--- src/rtl/core/itra_pkg.sv ---
`default_nettype none
package itra_pkg;

  // default data width of the converted integer
  localparam int DEF_WIDTH = 32;

  // radix register and digit widths
  localparam int RADIX_W = 6;
  localparam int DIGIT_W = 6;

  // radix limits and the one radix that carries a sign
  localparam logic [RADIX_W-1:0] RADIX_MIN   = 6'd2;
  localparam logic [RADIX_W-1:0] RADIX_MAX   = 6'd36;
  localparam logic [RADIX_W-1:0] RADIX_DEC   = 6'd10;
  localparam logic [RADIX_W-1:0] RADIX_RESET = 6'd10;

  // character codes
  localparam logic [7:0] CHR_ZERO  = 8'h30;
  localparam logic [7:0] CHR_A     = 8'h61;
  localparam logic [7:0] CHR_MINUS = 8'h2D;
  localparam logic [7:0] LETTER_OFS = 8'd10;
  localparam logic [DIGIT_W-1:0] DIGIT_MAX = 6'd9;

  // sequencer states
  typedef enum logic [1:0] {
    S_IDLE,
    S_DIV,
    S_SIGN,
    S_EMIT
  } seq_state_t;

  // divider status back to the sequencer
  typedef struct packed {
    logic               done;
    logic [DIGIT_W-1:0] rem;
  } div_res_t;

  // digit value to lower-case ASCII
  function automatic logic [7:0] digit_char(input logic [DIGIT_W-1:0] d);
    logic [7:0] d8;
    d8 = {2'b00, d};
    if (d > DIGIT_MAX) begin
      return d8 - LETTER_OFS + CHR_A;
    end
    return d8 + CHR_ZERO;
  endfunction

endpackage
`default_nettype wire

--- src/rtl/core/itra_div.sv ---
`default_nettype none
module itra_div #(
  parameter int WIDTH = itra_pkg::DEF_WIDTH
) (
  input  wire logic                         clk,
  input  wire logic                         rst,
  input  wire logic                         go,
  input  wire logic [WIDTH-1:0]             dividend,
  input  wire logic [itra_pkg::RADIX_W-1:0] divisor,
  output      logic [WIDTH-1:0]             quo,
  output      itra_pkg::div_res_t           res
);
  import itra_pkg::*;

  localparam int CW = $clog2(WIDTH);

  logic                 running;
  logic                 done;
  logic [CW-1:0]        cnt;
  logic [RADIX_W-1:0]   dsr;
  logic [DIGIT_W-1:0]   rem;
  logic [DIGIT_W:0]     sh;
  logic                 ge;
  logic [DIGIT_W-1:0]   rem_step;

  // one restoring step: bring down the next dividend bit
  always_comb begin
    sh       = {rem, quo[WIDTH-1]};
    ge       = (sh >= {1'b0, dsr});
    rem_step = ge ? DIGIT_W'(sh - {1'b0, dsr}) : sh[DIGIT_W-1:0];
  end

  // control: one quotient bit a cycle, done pulse after the last
  always_ff @(posedge clk) begin
    if (rst) begin
      running <= 1'b0;
      done    <= 1'b0;
    end else begin
      done <= 1'b0;
      if (go) begin
        running <= 1'b1;
      end else if (running && (cnt == '0)) begin
        running <= 1'b0;
        done    <= 1'b1;
      end
    end
  end

  // datapath
  always_ff @(posedge clk) begin
    if (go) begin
      cnt <= CW'(WIDTH - 1);
      quo <= dividend;
      rem <= '0;
      dsr <= divisor;
    end else if (running) begin
      cnt <= cnt - 1'b1;
      quo <= {quo[WIDTH-2:0], ge};
      rem <= rem_step;
    end
  end

  assign res.done = done;
  assign res.rem  = rem;

endmodule
`default_nettype wire

--- src/rtl/core/itra_seq.sv ---
`default_nettype none
module itra_seq #(
  parameter int WIDTH = itra_pkg::DEF_WIDTH
) (
  input  wire logic                         clk,
  input  wire logic                         rst,
  input  wire logic                         start,
  input  wire logic signed [WIDTH-1:0]      value,
  input  wire logic [itra_pkg::RADIX_W-1:0] radix_eff,
  output      logic                         busy,
  output      logic                         div_go,
  output      logic [WIDTH-1:0]             div_dividend,
  input  wire logic [WIDTH-1:0]             div_quo,
  input  wire itra_pkg::div_res_t           div_res,
  output      logic                         strobe,
  output      logic [7:0]                   char_code,
  output      logic                         last_char,
  output      logic                         was_nonzero
);
  import itra_pkg::*;

  localparam int AW = $clog2(WIDTH);

  seq_state_t state, state_next;

  logic [AW-1:0]      idx, idx_next;
  logic               neg;
  logic               nz;
  logic [WIDTH-1:0]   vin;
  logic               is_zero;
  logic               neg_in;
  logic [WIDTH-1:0]   mag_in;
  logic               accept;
  logic               quo_zero;
  logic               mem_we;
  logic [AW-1:0]      mem_waddr;
  logic [DIGIT_W-1:0] mem_wdata;
  logic [DIGIT_W-1:0] rd_data;
  logic [DIGIT_W-1:0] mem [WIDTH];

  // input decode: zero test, sign only in radix ten
  always_comb begin
    vin     = value;
    is_zero = (vin == '0);
    neg_in  = (radix_eff == RADIX_DEC) && vin[WIDTH-1];
    mag_in  = neg_in ? (~vin + WIDTH'(1)) : vin;
  end

  assign accept   = start && (state == S_IDLE);
  assign quo_zero = (div_quo == '0);
  assign busy     = (state != S_IDLE);

  // divider requests: first digit from the input, then from the quotient
  assign div_go       = (accept && !is_zero) ||
                        ((state == S_DIV) && div_res.done && !quo_zero);
  assign div_dividend = (state == S_IDLE) ? mag_in : div_quo;

  // next state
  always_comb begin
    state_next = state;
    unique case (state)
      S_IDLE: begin
        if (accept) begin
          state_next = is_zero ? S_SIGN : S_DIV;
        end
      end
      S_DIV: begin
        if (div_res.done && quo_zero) begin
          state_next = S_SIGN;
        end
      end
      S_SIGN: state_next = S_EMIT;
      S_EMIT: begin
        if (idx == '0) begin
          state_next = S_IDLE;
        end
      end
      default: state_next = S_IDLE;
    endcase
  end

  // digit index: counts up while dividing, down while emitting
  always_comb begin
    idx_next = idx;
    unique case (state)
      S_IDLE: begin
        if (accept) begin
          idx_next = '0;
        end
      end
      S_DIV: begin
        if (div_res.done && !quo_zero) begin
          idx_next = idx + 1'b1;
        end
      end
      S_EMIT:  idx_next = idx - 1'b1;
      default: idx_next = idx;
    endcase
  end

  always_ff @(posedge clk) begin
    if (rst) begin
      state <= S_IDLE;
      idx   <= '0;
      neg   <= 1'b0;
      nz    <= 1'b0;
    end else begin
      state <= state_next;
      idx   <= idx_next;
      if (accept) begin
        neg <= neg_in;
        nz  <= !is_zero;
      end
    end
  end

  // digit store: remainders least significant first
  always_comb begin
    mem_we    = (accept && is_zero) || ((state == S_DIV) && div_res.done);
    mem_waddr = (state == S_IDLE) ? '0 : idx;
    mem_wdata = (state == S_IDLE) ? '0 : div_res.rem;
  end

  always_ff @(posedge clk) begin
    if (mem_we) begin
      mem[mem_waddr] <= mem_wdata;
    end
    rd_data <= mem[idx_next];
  end

  // result beats
  always_comb begin
    strobe    = 1'b0;
    char_code = CHR_MINUS;
    last_char = 1'b0;
    unique case (state)
      S_SIGN: begin
        strobe = neg;
      end
      S_EMIT: begin
        strobe    = 1'b1;
        char_code = digit_char(rd_data);
        last_char = (idx == '0);
      end
      default: begin
        strobe = 1'b0;
      end
    endcase
  end

  assign was_nonzero = nz;

endmodule
`default_nettype wire

--- src/rtl/core/integer_to_radix_ascii.sv ---
`default_nettype none
// Integer to radix ASCII converter.
// Command channel: value is taken at a clock edge where start is high and
// busy is low; busy then stays high until the last character has gone.
// Config channel: radix is written when cfg_valid and cfg_ready are high;
// cfg_ready is always high. Radix is saturated into 2..36 at use; only
// radix ten prints a leading '-' for negative values.
// Result channel: one ASCII character per beat, most significant first,
// each shown for one cycle with strobe high; last_char marks the final one
// and was_nonzero is clear only for the single '0' of a zero input.
// The receiver cannot stall: beats are not held.
// Sequence: the digits are divided out one after another, since the
// shared restoring divider yields one quotient bit per cycle, then the
// sign state and the characters follow, one per cycle. A zero input
// skips the division. Radix two is the worst case.
// Reset (rst, synchronous) returns to idle and sets radix to ten.
module integer_to_radix_ascii #(
  parameter int WIDTH = itra_pkg::DEF_WIDTH
) (
  input  wire logic                         clk,
  input  wire logic                         rst,
  input  wire logic                         start,
  output      logic                         busy,
  input  wire logic signed [WIDTH-1:0]      value,
  input  wire logic                         cfg_valid,
  output      logic                         cfg_ready,
  input  wire logic [itra_pkg::RADIX_W-1:0] radix,
  output      logic                         strobe,
  output      logic [7:0]                   char_code,
  output      logic                         last_char,
  output      logic                         was_nonzero
);
  import itra_pkg::*;

  logic [RADIX_W-1:0] radix_cfg;
  logic [RADIX_W-1:0] radix_eff;
  logic               div_go;
  logic [WIDTH-1:0]   div_dividend;
  logic [WIDTH-1:0]   div_quo;
  div_res_t           div_res;

  // radix register
  assign cfg_ready = 1'b1;

  always_ff @(posedge clk) begin
    if (rst) begin
      radix_cfg <= RADIX_RESET;
    end else if (cfg_valid && cfg_ready) begin
      radix_cfg <= radix;
    end
  end

  // clamp into the supported range
  always_comb begin
    priority if (radix_cfg < RADIX_MIN) begin
      radix_eff = RADIX_MIN;
    end else if (radix_cfg > RADIX_MAX) begin
      radix_eff = RADIX_MAX;
    end else begin
      radix_eff = radix_cfg;
    end
  end

  itra_seq #(.WIDTH(WIDTH)) u_seq (
    .clk          (clk),
    .rst          (rst),
    .start        (start),
    .value        (value),
    .radix_eff    (radix_eff),
    .busy         (busy),
    .div_go       (div_go),
    .div_dividend (div_dividend),
    .div_quo      (div_quo),
    .div_res      (div_res),
    .strobe       (strobe),
    .char_code    (char_code),
    .last_char    (last_char),
    .was_nonzero  (was_nonzero)
  );

  itra_div #(.WIDTH(WIDTH)) u_div (
    .clk      (clk),
    .rst      (rst),
    .go       (div_go),
    .dividend (div_dividend),
    .divisor  (radix_eff),
    .quo      (div_quo),
    .res      (div_res)
  );

endmodule
`default_nettype wire

--- config.mk ---
export PLATFORM = sky130hd
export DESIGN_NAME = integer_to_radix_ascii
export DESIGN_NICKNAME = d
export VERILOG_FILES = /design/src/rtl/core/itra_pkg.sv /design/src/rtl/core/itra_div.sv /design/src/rtl/core/itra_seq.sv /design/src/rtl/core/integer_to_radix_ascii.sv
export SDC_FILE = /design/constraint.sdc
export NUM_CORES = 1
export LEC_CHECK = 0
export BUFFER_PORTS_ARGS = -buffer_cell sky130_fd_sc_hd__buf_4
export CAP_MARGIN = 20
export CORE_UTILIZATION = 56
export CTS_CLUSTER_SIZE = 12
export DETAILED_ROUTE_END_ITERATION = 7
export PLACE_DENSITY_LB_ADDON = 0.08
export SLEW_MARGIN = 10
export SYNTH_ARGS = -nofsm -noshare
export SYNTH_HDL_FRONTEND = slang
export SYNTH_SLANG_ARGS = --single-unit
--- constraint.sdc ---
create_clock -name clk -period 4.01 [get_ports clk]
set_clock_uncertainty 0.05 [all_clocks]
set_input_delay 1.203 -clock clk [delete_from_list [all_inputs] [get_ports clk]]
set_output_delay 1.203 -clock clk [all_outputs]
set_load 0.03 [all_outputs]
==> implementation parameters <==
Parameter                              Value

STA
  Worst slew margin relative to its limit    37.3%
  Achievable frequency    270 MHz
  Unrepaired setup endpoints after global routing    no
  Final min period    3700 ps
  Post-layout worst setup margin    311 ps
  Total of endpoints with negative setup slack in the final report    0
  Total count of hold-check failures in the final report    0
  Part of the cycle the worst path needs    92.3%
  Setup TNS after final layout    0 ps
  Slew @ Worst Pin    939 ps
  Pins Over Slew Limit    0

Clock network
  Inserted Clock Buffers    28
  Buffers inserted during post-CTS setup optimization    0
  Clock-pin transition on the worst setup and hold timing paths    60 ps
  Buffer depth of the longest clock path    3
  Root Buffer    sky130_fd_sc_hd__clkbuf_16
  Total number of H-tree levels    1
  Cts-stage hold buffer count    0
  Post-CTS resize count    0
  TritonCTS sink count    264
  Clock Latency Late Sink    540 ps
  TritonCTS clock tree    yes

Die
  Die Area    22800 um^2
  Core region area    21800 um^2
  Width of the die    151 um
  Cell Rows    54
  Number of top-level pins    55
  Die outline height    151 um
  Initial Utilization    57.0%

Detailed routing
  Via Count    8274
  Post-route DRC    0
  Remaining antenna violation count after routing    0
  Via density per instance    5.76
  Iteration-0 DRC Markers    529
  Overall routed net length    27.6 mm
  Routed wire length per instance    19.2 um
  First-pass iteration count of the detailed router    5

Place
  Cell count after placement    1385
  Half-perimeter wire length of the detailed placement result    18.4 mm
  Gp weighted congestion    0.810
  Post-place instance area    13500 um^2
  Post-Place Worst Slack    -136 ps
  Number of input and output port buffers inserted    53

Yosys
  Synth Instances    1041
  Fraction of synthesis flops using an asynchronous set or reset pin    0%
  Number of warnings printed during yosys synthesis    0
  Largest area contributor in the netlist    sky130_fd_sc_hd__edfxtp_1
  Main area contributors after synthesis    sky130_fd_sc_hd__edfxtp_1 (55%), sky130_fd_sc_hd__mux2i_1 (6.9%), sky130_fd_sc_hd__dfxtp_1 (5.5%)
  Basic-gate share of the synthesized area counting and, or, nand and nor cells    14.2%
  Post-Syn Area    12400 um^2
  Synth Net Count    1104
  Synthesis-stage register bit count    264
  Post-synthesis adder-cell area fraction    2.17%
  Fraction of post-synthesis cell area in the top cell type by area    55.5%
  Largest family of logic cells by synthesized area    simple AND/OR/NAND/NOR gates
  Cell variety after synth    75
  Number of enable-type register cells in the synthesized netlist    230
  Multiplexer share of the synthesized area    7.10%
  Xor and xnor fraction of the mapped netlist area    3.10%
  Predominant post-synthesis flop cell    sky130_fd_sc_hd__edfxtp_1
  Compound-Gate Fraction of Synth Area    9.27%
  Share of synthesized area occupied by flip-flops and latches    61.0%
  Syn avg cell area    12.0 um^2

Flow run
  Number of violations of the max-capacitance limit    0

Finish
  Count of inserted antenna diode cells    0
  Final nets    1198
  Post-route standard cell area excluding fillers    14400 um^2
  Non-filler instance count after layout    1436
  Layout filler cell count    1707
  Relative area change from synthesis to final layout    15.9%
  Share of final-layout standard cells stronger than drive strength 1    16.3%

Critical path
  Highest fanout seen on the critical path    4
  Critical Path Slowest Stage Cell    sky130_fd_sc_hd__dfxtp_1
  Number of cells on the worst reg-to-reg path    11
  Crit. End Element    output pin
  Cells along the critical path    inv_1 -> ha_1 -> xnor2_1 -> nand3b_1 -> o211ai_1 -> o311ai_0 -> o21a_1 -> nor3_1 -> buf_4
  Critical Path Source Type    flop
  Arrival time reported for the critical path endpoint    2450 ps
  Required time of the critical path    2760 ps
  Critical path start-end classification    reg2out
  Slowest stage delay, CP    350 ps

Global routing
  Met3 track demand over resource    3.04%
  Met1 GRT Util    33.9%
  Global-route wire length before repair    42.7 mm
  Initial antenna violation count    0
  Global route hottest layer    met2
  GRT Total Usage    24.9%
  Global-route met2 utilization    41.8%
  Pin count of the biggest net entering global routing    66
  Via count of the first global-routing pass    7981
  Congestion Overflow GR    0

Power and ir drop
  Total leakage power    5.34 nW
  Power Density    615 nW/um^2
  Peak supply drop    0.419 mV

Min path
  Hold path depth    2
  Hold Path Class    reg2reg

Outcome
  Result of the run    finished clean
## worst paths after layout
| kind | from | endpoint | slack [ps] |
|---|---|---|---|
| worst max-delay path | u_seq.rd_data[1] | char_code[6] | 310 |
| worst min-delay path | u_div.cnt[4] | u_div.cnt[4] | 440 |
| worst max register to register | u_div.quo[16] | u_seq.rd_data[1] | 350 |
| worst min register to register | u_div.cnt[4] | u_div.cnt[4] | 440 |
## worst max-delay path, delay by kind of cell, from the launching register on
| kind | cells | cell delay, ps |
|---|---|---|
| AO/OA/AOI/OAI | 3 | 490 |
| XOR/XNOR | 1 | 200 |
| adder cells (fa/ha/maj) | 1 | 230 |
| buffers and inverters | 2 | 300 |
| flip-flops | 1 | 350 |
| AND/OR/NAND/NOR | 2 | 350 |
## cells in the final DEF, fill, tap and decap left out, types with 3 or more instances in the layout
cell type | netlist | routed
sky130_fd_sc_hd__a211o_1 | 5 | 5
sky130_fd_sc_hd__a211oi_1 | 25 | 25
sky130_fd_sc_hd__a211oi_2 | 3 | 3
sky130_fd_sc_hd__a21oi_1 | 43 | 43
sky130_fd_sc_hd__a221oi_1 | 4 | 4
sky130_fd_sc_hd__a311oi_1 | 6 | 6
sky130_fd_sc_hd__a32o_1 | 6 | 6
sky130_fd_sc_hd__and2_1 | 7 | 7
sky130_fd_sc_hd__and3_1 | 17 | 17
sky130_fd_sc_hd__buf_12 | 0 | 5
sky130_fd_sc_hd__buf_4 | 8 | 113
sky130_fd_sc_hd__clkbuf_1 | 21 | 14
sky130_fd_sc_hd__clkbuf_16 | 0 | 30
sky130_fd_sc_hd__dfxtp_1 | 34 | 34
sky130_fd_sc_hd__edfxtp_1 | 230 | 230
sky130_fd_sc_hd__ha_1 | 20 | 20
sky130_fd_sc_hd__inv_1 | 30 | 30
sky130_fd_sc_hd__mux2i_1 | 86 | 85
sky130_fd_sc_hd__nand2_1 | 149 | 149
sky130_fd_sc_hd__nand2_2 | 3 | 3
sky130_fd_sc_hd__nand2b_1 | 10 | 10
sky130_fd_sc_hd__nand3_1 | 19 | 19
sky130_fd_sc_hd__nand4_1 | 4 | 4
sky130_fd_sc_hd__nand4_4 | 3 | 3
sky130_fd_sc_hd__nor2_1 | 84 | 81
sky130_fd_sc_hd__nor2b_1 | 15 | 10
sky130_fd_sc_hd__nor2b_4 | 0 | 5
sky130_fd_sc_hd__nor3_1 | 11 | 11
sky130_fd_sc_hd__nor4_1 | 17 | 17
sky130_fd_sc_hd__o211ai_1 | 5 | 5
sky130_fd_sc_hd__o21ai_0 | 51 | 51
sky130_fd_sc_hd__o22ai_1 | 3 | 3
sky130_fd_sc_hd__o31ai_1 | 3 | 3
sky130_fd_sc_hd__or3_1 | 4 | 4
sky130_fd_sc_hd__xnor2_1 | 26 | 26
sky130_fd_sc_hd__xor2_1 | 18 | 18
## synthesized netlist by cell type (all sizes together), types with 2 or more instances
master	instances
dfxtp	34
nand2	152
o21ai	54
a311oi	6
nor3	14
nor4	17
o31ai	3
or4	2
a221oi	4
xor2	18
a32oi	2
nand2b	10
mux2i	86
and3	18
edfxtp	230
o211ai	5
clkbuf	23
nand3	19
buf	31
o22ai	3
a21oi	44
nor2b	15
nand4	8
nand3b	2
ha	20
xnor2	26
a211oi	28
mux2	2
and2	8
or3	5
nor2	84
or2	4
a31oi	2
a211o	5
a32o	7
inv	31
## per-stage QoR
step | power, mW | utilization (%) | hold slack [ps]
5_1_grt | 9.30 | 66.1 | 478
3_5_place_dp | 6.41 | 62.0 | 419
3_3_place_gp | 6.37 | 62.0 | 401
4_1_cts | 8.91 | 66.1 | 436
2_1_floorplan | 5.60 | - | 388
6_report | 8.86 | 66.1 | 437
## registers in the layout, summed over array words and instances, names as in the netlist
| name | flops |
|---|---|
| u_div.done | 1 |
| u_seq.idx | 5 |
| u_div.quo | 32 |
| u_div.dsr | 6 |
| u_div.cnt | 5 |
| u_seq.state | 2 |
| u_seq.neg | 1 |
| u_div.rem | 6 |
| u_seq.mem | 192 |
| u_seq.was_nonzero | 1 |
| radix_cfg | 6 |
| u_div.running | 1 |
| u_seq.rd_data | 6 |
## metal layers
metal	up-vias	part of all wire [%]
li1	4006	-
met1	3964	43
met2	259	48
met3	45	6.0
met4	0	2.7
met5	-	0
## layout make-up
cell class	count	area [um^2]	area share, %
Clock inverter	6	80.1	0.555
Multi-Input combinational cell	692	4520	31.3
Clock buffer	45	817	5.67
Inverter	31	119	0.824
Timing Repair Buffer	118	948	6.58
Sequential cell	264	7590	52.6
Tap cell	280	350	2.43
## report_power, final
part | leakage [nW] | switching, mW | internal [mW]
sequential | 2.43 | 0.220 | 3.50
combinational | 2.49 | 1.64 | 0.993
clock | 0.429 | 0.998 | 1.51
## logic make-up (layout without fill, tap and decap cells)
kind of cell | count (synthesis) | after routing
buffers and inverters | 85 | 200
multiplexers | 88 | 88
adder cells (fa/ha/maj) | 21 | 21
AO/OA/AOI/OAI | 174 | 174
AND/OR/NAND/NOR | 364 | 364
XOR/XNOR | 44 | 44
flip-flops | 264 | 264
other | 1 | 1
(Power assumes the default switching activity.)
